**src/hdl/kmbd_pkg.sv**
```systemverilog
package kmbd_pkg;

	localparam int QUEUE_DEPTH_DEF = 256;
	localparam int CMD_DEPTH       = 2;

	localparam logic [9:0] MAX_X_RST = 10'd632;
	localparam logic [9:0] MAX_Y_RST = 10'd392;

	localparam logic [7:0] MOUSE_MIN = 8'hF8;

	localparam logic [1:0] FUNC_RX    = 2'd0;
	localparam logic [1:0] FUNC_POP   = 2'd1;
	localparam logic [1:0] FUNC_QUERY = 2'd2;

	localparam logic REG_MAX_X = 1'b0;
	localparam logic REG_MAX_Y = 1'b1;

	typedef enum logic [1:0] {
		PKT_IDLE,
		PKT_DX,
		PKT_DY
	} pkt_state_t;

	typedef enum logic [2:0] {
		CMD_NOP,
		CMD_MOVE,
		CMD_BREAK,
		CMD_MAKE,
		CMD_POP,
		CMD_QUERY
	} cmd_kind_t;

	typedef struct packed {
		cmd_kind_t  kind;
		logic [6:0] code;
		logic [7:0] dx;
		logic [7:0] dy;
		logic       btn;
	} cmd_t;

	typedef struct packed {
		logic empty;
		logic full;
	} fifo_stat_t;

endpackage

```
**src/hdl/kmbd_front.sv**
```systemverilog
module kmbd_front import kmbd_pkg::*; (
	input  logic       clk,
	input  logic       arst_n,
	input  logic       item_valid,
	output logic       item_ready,
	input  logic [1:0] func,
	input  logic [7:0] data,
	input  fifo_stat_t fstat,
	output logic       cmd_push,
	output cmd_t       cmd
);

	pkt_state_t pkt_state_q, pkt_state_d;
	logic       hdr_btn_q;
	logic [7:0] dx_q;
	logic       mouse_byte;

	assign item_ready = !fstat.full;
	assign cmd_push   = item_valid && item_ready;
	assign mouse_byte = (func == FUNC_RX) && ((pkt_state_q != PKT_IDLE) || (data >= MOUSE_MIN));

	// next state
	always_comb begin
		pkt_state_d = pkt_state_q;
		if (mouse_byte) begin
			unique case (pkt_state_q)
				PKT_IDLE: pkt_state_d = PKT_DX;
				PKT_DX:   pkt_state_d = PKT_DY;
				PKT_DY:   pkt_state_d = PKT_IDLE;
				default:  pkt_state_d = PKT_IDLE;
			endcase
		end
	end

	// command classification
	always_comb begin
		cmd.kind = CMD_NOP;
		cmd.code = data[6:0];
		cmd.dx   = dx_q;
		cmd.dy   = data;
		cmd.btn  = hdr_btn_q;
		unique case (func)
			FUNC_RX: begin
				if (mouse_byte) begin
					cmd.kind = (pkt_state_q == PKT_DY) ? CMD_MOVE : CMD_NOP;
				end else if (data[7]) begin
					cmd.kind = CMD_BREAK;
				end else begin
					cmd.kind = CMD_MAKE;
				end
			end
			FUNC_POP:   cmd.kind = CMD_POP;
			FUNC_QUERY: cmd.kind = data[7] ? CMD_NOP : CMD_QUERY;
			default:    cmd.kind = CMD_NOP;
		endcase
	end

	always_ff @(posedge clk or negedge arst_n) begin
		if (!arst_n) begin
			pkt_state_q <= PKT_IDLE;
		end else if (cmd_push) begin
			pkt_state_q <= pkt_state_d;
		end
	end

	always_ff @(posedge clk) begin
		if (cmd_push && mouse_byte && pkt_state_q == PKT_IDLE) begin
			hdr_btn_q <= data[1];
		end
		if (cmd_push && mouse_byte && pkt_state_q == PKT_DX) begin
			dx_q <= data;
		end
	end

endmodule

```
**src/hdl/kmbd_cmd_fifo.sv**
```systemverilog
module kmbd_cmd_fifo import kmbd_pkg::*; (
	input  logic       clk,
	input  logic       arst_n,
	input  logic       push,
	input  cmd_t       push_cmd,
	input  logic       pop,
	output cmd_t       head,
	output logic       head_valid,
	output fifo_stat_t fstat
);

	localparam int AW = $clog2(CMD_DEPTH);
	localparam int CW = $clog2(CMD_DEPTH + 1);

	cmd_t          entries_q [CMD_DEPTH];
	logic [AW-1:0] rd_ptr_q, wr_ptr_q;
	logic [CW-1:0] count_q;
	logic          do_push, do_pop;

	assign fstat.empty = (count_q == '0);
	assign fstat.full  = (count_q == CW'(CMD_DEPTH));
	assign head_valid  = !fstat.empty;
	assign head        = entries_q[rd_ptr_q];
	assign do_push     = push && !fstat.full;
	assign do_pop      = pop && !fstat.empty;

	function automatic logic [AW-1:0] ptr_inc(input logic [AW-1:0] p);
		return (p == AW'(CMD_DEPTH - 1)) ? '0 : p + 1'b1;
	endfunction

	always_ff @(posedge clk or negedge arst_n) begin
		if (!arst_n) begin
			rd_ptr_q <= '0;
			wr_ptr_q <= '0;
			count_q  <= '0;
		end else begin
			if (do_push) wr_ptr_q <= ptr_inc(wr_ptr_q);
			if (do_pop)  rd_ptr_q <= ptr_inc(rd_ptr_q);
			count_q <= count_q + CW'(do_push) - CW'(do_pop);
		end
	end

	always_ff @(posedge clk) begin
		if (do_push) begin
			entries_q[wr_ptr_q] <= push_cmd;
		end
	end

endmodule

```
**src/hdl/kmbd_back.sv**
```systemverilog
module kmbd_back import kmbd_pkg::*; #(
	parameter int QUEUE_DEPTH = QUEUE_DEPTH_DEF
) (
	input  logic       clk,
	input  logic       arst_n,
	input  logic [9:0] max_x,
	input  logic [9:0] max_y,
	input  cmd_t       cmd,
	input  logic       cmd_valid,
	output logic       cmd_ready,
	output logic       result_valid,
	input  logic       result_ready,
	output logic [6:0] popped_code,
	output logic       key_held,
	output logic [9:0] pointer_x,
	output logic [9:0] pointer_y,
	output logic       button_down,
	output logic       keystroke_pending
);

	localparam int AW = $clog2(QUEUE_DEPTH);
	localparam int CW = $clog2(QUEUE_DEPTH + 1);

	logic [6:0]    mem [QUEUE_DEPTH];
	logic [AW-1:0] rd_ptr_q, wr_ptr_q;
	logic [CW-1:0] count_q, count_d;
	logic [127:0]  held_q;
	logic [9:0]    pos_x_q, pos_y_q, pos_x_d, pos_y_d;
	logic          btn_q, btn_d;
	logic          valid_q;
	logic          take, do_push, do_pop, is_move;
	logic [11:0]   sum_x, sum_y;
	logic [6:0]    pop_data_q;
	logic          res_pop_q, res_held_q, res_btn_q, res_pend_q;
	logic [9:0]    res_x_q, res_y_q;

	assign cmd_ready = !valid_q || result_ready;
	assign take      = cmd_valid && cmd_ready;
	assign is_move   = take && (cmd.kind == CMD_MOVE);
	assign do_push   = take && (cmd.kind == CMD_MAKE) && (count_q != CW'(QUEUE_DEPTH));
	assign do_pop    = take && (cmd.kind == CMD_POP) && (count_q != '0);
	assign count_d   = count_q + CW'(do_push) - CW'(do_pop);

	function automatic logic [AW-1:0] ptr_inc(input logic [AW-1:0] p);
		return (p == AW'(QUEUE_DEPTH - 1)) ? '0 : p + 1'b1;
	endfunction

	function automatic logic [9:0] clamp(input logic [11:0] s, input logic [9:0] lim);
		logic [9:0] r;
		if (s[11]) begin
			r = '0;
		end else if (s[10:0] > {1'b0, lim}) begin
			r = lim;
		end else begin
			r = s[9:0];
		end
		return r;
	endfunction

	always_comb begin
		sum_x   = {2'b00, pos_x_q} + {{4{cmd.dx[7]}}, cmd.dx};
		sum_y   = {2'b00, pos_y_q} + {{4{cmd.dy[7]}}, cmd.dy};
		pos_x_d = is_move ? clamp(sum_x, max_x) : pos_x_q;
		pos_y_d = is_move ? clamp(sum_y, max_y) : pos_y_q;
		btn_d   = is_move ? cmd.btn : btn_q;
	end

	always_ff @(posedge clk or negedge arst_n) begin
		if (!arst_n) begin
			rd_ptr_q <= '0;
			wr_ptr_q <= '0;
			count_q  <= '0;
			held_q   <= '0;
			pos_x_q  <= '0;
			pos_y_q  <= '0;
			btn_q    <= 1'b0;
			valid_q  <= 1'b0;
		end else begin
			if (do_push) wr_ptr_q <= ptr_inc(wr_ptr_q);
			if (do_pop)  rd_ptr_q <= ptr_inc(rd_ptr_q);
			count_q <= count_d;
			pos_x_q <= pos_x_d;
			pos_y_q <= pos_y_d;
			btn_q   <= btn_d;
			if (take && cmd.kind == CMD_MAKE)  held_q[cmd.code] <= 1'b1;
			if (take && cmd.kind == CMD_BREAK) held_q[cmd.code] <= 1'b0;
			if (take) begin
				valid_q <= 1'b1;
			end else if (result_ready) begin
				valid_q <= 1'b0;
			end
		end
	end

	always_ff @(posedge clk) begin
		if (do_push) mem[wr_ptr_q] <= cmd.code;
		if (do_pop)  pop_data_q <= mem[rd_ptr_q];
		if (take) begin
			res_pop_q  <= do_pop;
			res_held_q <= (cmd.kind == CMD_QUERY) && held_q[cmd.code];
			res_x_q    <= pos_x_d;
			res_y_q    <= pos_y_d;
			res_btn_q  <= btn_d;
			res_pend_q <= (count_d != '0);
		end
	end

	assign result_valid      = valid_q;
	assign popped_code       = res_pop_q ? pop_data_q : '0;
	assign key_held          = res_held_q;
	assign pointer_x         = res_x_q;
	assign pointer_y         = res_y_q;
	assign button_down       = res_btn_q;
	assign keystroke_pending = res_pend_q;

endmodule

```
**src/hdl/keyboard_mouse_byte_decoder.sv**
```systemverilog
// An item goes through the command queue, then the result register. Throughput: 1 item
// per cycle while result_ready is high; the back end retires one command per cycle into
// its result register, and the 2-entry command queue absorbs a stalled result side.
// Reset (arst_n low, asynchronous): key table, scan-code queue pointers, pointer
// position, button and packet state clear; max_x/max_y return to 632/392.
module keyboard_mouse_byte_decoder import kmbd_pkg::*; #(
	parameter int QUEUE_DEPTH = QUEUE_DEPTH_DEF
) (
	input  logic       clk,
	input  logic       arst_n,
	input  logic       cfg_en,
	input  logic       cfg_addr,
	input  logic [9:0] cfg_data,
	input  logic       item_valid,
	output logic       item_ready,
	input  logic [1:0] func,
	input  logic [7:0] data,
	output logic       result_valid,
	input  logic       result_ready,
	output logic [6:0] popped_code,
	output logic       key_held,
	output logic [9:0] pointer_x,
	output logic [9:0] pointer_y,
	output logic       button_down,
	output logic       keystroke_pending
);

	logic [9:0] max_x_q, max_y_q;
	cmd_t       front_cmd, head_cmd;
	logic       cmd_push, head_valid, back_ready;
	fifo_stat_t fstat;

	always_ff @(posedge clk or negedge arst_n) begin
		if (!arst_n) begin
			max_x_q <= MAX_X_RST;
			max_y_q <= MAX_Y_RST;
		end else if (cfg_en) begin
			unique case (cfg_addr)
				REG_MAX_X: max_x_q <= cfg_data;
				REG_MAX_Y: max_y_q <= cfg_data;
				default:   max_x_q <= max_x_q;
			endcase
		end
	end

	kmbd_front u_front (
		.clk        (clk),
		.arst_n     (arst_n),
		.item_valid (item_valid),
		.item_ready (item_ready),
		.func       (func),
		.data       (data),
		.fstat      (fstat),
		.cmd_push   (cmd_push),
		.cmd        (front_cmd)
	);

	kmbd_cmd_fifo u_fifo (
		.clk        (clk),
		.arst_n     (arst_n),
		.push       (cmd_push),
		.push_cmd   (front_cmd),
		.pop        (back_ready),
		.head       (head_cmd),
		.head_valid (head_valid),
		.fstat      (fstat)
	);

	kmbd_back #(
		.QUEUE_DEPTH (QUEUE_DEPTH)
	) u_back (
		.clk               (clk),
		.arst_n            (arst_n),
		.max_x             (max_x_q),
		.max_y             (max_y_q),
		.cmd               (head_cmd),
		.cmd_valid         (head_valid),
		.cmd_ready         (back_ready),
		.result_valid      (result_valid),
		.result_ready      (result_ready),
		.popped_code       (popped_code),
		.key_held          (key_held),
		.pointer_x         (pointer_x),
		.pointer_y         (pointer_y),
		.button_down       (button_down),
		.keystroke_pending (keystroke_pending)
	);

	a_idle_latency: assert property (@(posedge clk) disable iff (!arst_n)
		(item_valid && item_ready && fstat.empty && !result_valid) |-> ##2 result_valid)
		else $error("item through idle pipe did not produce a result in 2 cycles");

	a_held_no_pop: assert property (@(posedge clk) disable iff (!arst_n)
		(result_valid && key_held) |-> (popped_code == '0))
		else $error("query result carries a popped code");

	a_rise_from_queue: assert property (@(posedge clk) disable iff (!arst_n)
		$rose(result_valid) |-> $past(!fstat.empty))
		else $error("result appeared without a queued command");

endmodule
```
**config.mk**
```make
export PLATFORM = sky130hd
export DESIGN_NAME = keyboard_mouse_byte_decoder
export DESIGN_NICKNAME = d
export VERILOG_FILES = /design/src/hdl/kmbd_pkg.sv /design/src/hdl/kmbd_front.sv /design/src/hdl/kmbd_cmd_fifo.sv /design/src/hdl/kmbd_back.sv /design/src/hdl/keyboard_mouse_byte_decoder.sv
export SDC_FILE = /design/constraint.sdc
export NUM_CORES = 2
export LEC_CHECK = 0
export BUFFER_PORTS_ARGS = -buffer_cell sky130_fd_sc_hd__buf_4
export CORE_MARGIN = 10
export CORE_UTILIZATION = 30
export DETAILED_ROUTE_END_ITERATION = 10
export PLACE_DENSITY = 0.51
export REMOVE_ABC_BUFFERS = 1
export SLEW_MARGIN = 25
export SYNTH_ARGS = -nofsm -noshare
export SYNTH_HDL_FRONTEND = slang
export SYNTH_SLANG_ARGS = --single-unit
```
**constraint.sdc**
```tcl
create_clock -name clk -period 18.9 [get_ports clk]
set_clock_uncertainty 0.05 [all_clocks]
set_input_delay 3.78 -clock clk [delete_from_list [all_inputs] [get_ports clk]]
set_output_delay 3.78 -clock clk [all_outputs]
set_load 0.03 [all_outputs]
```
==> metrics.md <==
| Metric | Value |
|---|---|
| Pwr per Cell Area | 154.7 nW/um^2 |
| Syn Area/Cell | about 18 um^2 |
| Crit path DAT | 7.61 ns |
| Initial DRT Pass Iterations | 5 |
| Final Hold Fails | 0 |
| Sink Count | 2073 |
| Area delta synth->final | 14.43% |
| Initial Utilization | 30.16% |
| Top FF cell, synth | edfxtp_1 |
| Final hold slack | 0.3934 ns |
| Ys async rst share | about 9.7% |
| Vias per cell | about 5.2 |
| Dpl hpwl | between 100000 and 150000 um |
| Netlist Area Pre-Place | around 83000 um^2 |
| Leakage power | roughly 31 nW |
| CTS HTree Levels | 4 |
| FP Rows | between 150 and 200 |
| Max Cap Viol | 0 |
| Die width | 547.3 um |
| Tcrit/Tclk final | roughly 37% |
| Synthesized flop and latch total | 2073 |
| Total GRT Usage | approximately 16% |
| Placed inst area | between 80000 and 90000 um^2 |
| Crit path cell chain | buf_4 > nor2b_1 > nor2_4 > o2111a_1 > buf_4 > ha_1 > inv_1 > ha_1 > inv_1 > fa_1 > nand2b_1 > a21oi_1 > nor2_1 > xnor2_1 > or4_1 > or4_1 |
| Crit. End Element | register |
| Nature of the critical path startpoint | input pin |
| Tmin final | between 7 and 8 ns |
| Largest net degree at the start of global routing | ~150 |
| Total CTS buffers | about 210 |
| # port buffers | between 50 and 60 |
| Max Clock Freq | approximately 140 MHz |
| Critical path required time | approximately 19 ns |
| Setup_tns | 0 ns |
| Final nets | 4817 |
| Synth unique cells | 81 |
| Ports | 58 |
| Most frequent cells in the layout | 1872 x edfxtp_1, 389 x mux4_2, 366 x nor2_1 |
| Grt total ovfl | 0 |
| DP Cell Count | a little over 8000 |
| Via count | 45000 |
| Fin area | about 95000 um^2 |
| # resized after CTS | 0 |
| First-pass GRT wire length | about 340000 um |
| Initial DRC count | 5202 |
| RSZ-0062 raised after global routing | no |
| Ratio of cells with drive above 1 in the final layout | roughly a fifth |
| Max-slew violation count | 0 |
| EDFF count, synth | ~1900 |
| Bufs on Longest Clock Path | 3 |
| Ys Warns | 0 |
| Rel. slew slack | 23.28% |
| GP Congestion | just over 0.8 |
| Post-CTS Hold Buffers | 0 |
| Sequential share of the synthesized area | approximately three quarters |
| Status | finished, final reports clean |
| Tightest Hold Check Type | reg2reg |
| Mapped Cells | ~4600 |
| Drt total wl | between 200000 and 250000 um |
| Antenna viol nets, final | 0 |
| Register bank with the most flops | u_back.mem |
| Clock Latency Late Sink | about 0.86 ns |
| Slowest cell on the critical path | nor2b_1 |
| CP Max Fanout | 15 |
| Largest regs | u_back.mem x1792, u_back.held_q x128, u_fifo.entries_q x40 |
| Antenna violations before repair | 8 |
| DR WL/cell | 28.02 um |
| Worst VDD drop | a little under 100 uV |
| Root Driver | clkbuf_16 |
| TritonCTS clock tree | yes |
| Vias in the first global route | around 45000 |
| Max reg flops | 1792 |
| Most common cell after layout, fill and taps aside | edfxtp_1 |
| Crit-path max cell delay | approximately 0.7 ns |
| Slew @ Worst Pin | roughly 1.1 ns |
| Critical Setup Path Class | in2reg |
| Die Area | about 300000 um^2 |
| Setup bufs post-CTS | 0 |
| Number of setup violations in the final report | 0 |
| Residual DRC count | 0 |
| Core footprint | between 200000 and 300000 um^2 |
| Die H | roughly 550 um |
| Fin cells | ~8600 |
| Clock slew at reported path FFs | around 0.06 ns |
## logic make-up (layout without fill, tap and decap cells)
logic type      Yosys count  count (layout)  share of synthesized area (%)
xor+xnor                 33              33                         0.3465
mux                     620             620                          13.37
other cells               0               2                              0
buf+inv                 347             617                          1.956
flops                  2073            2073                          73.44
simple gates            747             747                          3.969
compound gates          754             754                          5.932
fa+ha+maj                64              64                         0.9871
## path summary, 6_finish.rpt
check / start / to / slack, ns / depth (start not counted)
min in group asynchronous: arst_n / u_front.pkt_state_q[1] / 2.85 / 1
hold reg to reg: u_front.dx_q[4] / u_fifo.entries_q[0][13] / 0.39 / 0
max in group asynchronous: arst_n / u_back.held_q[115] / 14.04 / 3
setup / recovery: result_ready / u_back.keystroke_pending / 11.83 / 16
setup reg to reg: u_fifo.rd_ptr_q / u_back.pointer_y[7] / 12.86 / 15
hold / removal: u_front.dx_q[4] / u_fifo.entries_q[0][13] / 0.39 / 0
## power breakdown
group          total [mW]  internal (mW)  switching, mW  leakage, nW
sequential           5.87           5.71          0.158         19.5
clock                4.35           2.53           1.82         3.54
combinational        4.56           1.59           2.96         7.55
## synthesized netlist by cell type, types with 61 or more instances
| cell | count | area share [%] |
|---|---|---|
| buf_2 | 68 | 0.41 |
| edfxtp_1 | 1872 | 67 |
| o21ai_0 | 125 | 0.75 |
| nand2_1 | 165 | 0.74 |
| a21oi_1 | 167 | 1.0 |
| nor2_1 | 372 | 1.7 |
| dfrtp_1 | 193 | 5.8 |
| a22oi_1 | 63 | 0.57 |
| mux4_2 | 389 | 11 |
| mux2i_1 | 190 | 2.3 |
| o22ai_1 | 66 | 0.50 |
| ha_1 | 61 | 0.92 |
| clkbuf_1 | 150 | 0.68 |
| a31oi_1 | 69 | 0.52 |
## critical path, delay by kind of cell
kind            cells  cell delay, ns
compound gates      2            0.35
xor+xnor            1            0.14
buf+inv             4            0.46
simple gates        6            1.94
fa+ha+maj           3            0.92
## routing by layer
metal | up-vias | GRT usage [%] | wire, um
met4 | 2 | 3.629 | 5324
li1 | 18950 | - | -
met2 | 1804 | 25.41 | 116000
met5 | - | 0 | 13
met1 | 23950 | 21.81 | 104400
met3 | 303 | 2.588 | 15580
## per-stage QoR
step / util, % / total power, mW / setup WS, ns
floorplan: - / 10.15 / -3.072
global placement: 31.87 / 10.56 / 10.87
detailed placement: 31.88 / 10.56 / 10.98
CTS: 34.51 / 14.90 / 11.92
global route: 34.52 / 15.37 / 11.71
finish: 34.52 / 14.77 / 11.83
## cell type report
| type | count | area [um^2] |
|---|---|---|
| Multi-Input combinational cell | 2218 | 20680 |
| Clock inverter | 137 | 1712 |
| Timing Repair Buffer | 162 | 1294 |
| Antenna cell | 2 | 5.005 |
| Tap cell | 3705 | 4636 |
| Sequential cell | 2073 | 61270 |
| Clock buffer | 255 | 5557 |
| Fill cell | 25820 | 181100 |
| Inverter | 63 | 284.0 |
Note: power is estimated with default switching activity, not from simulation.
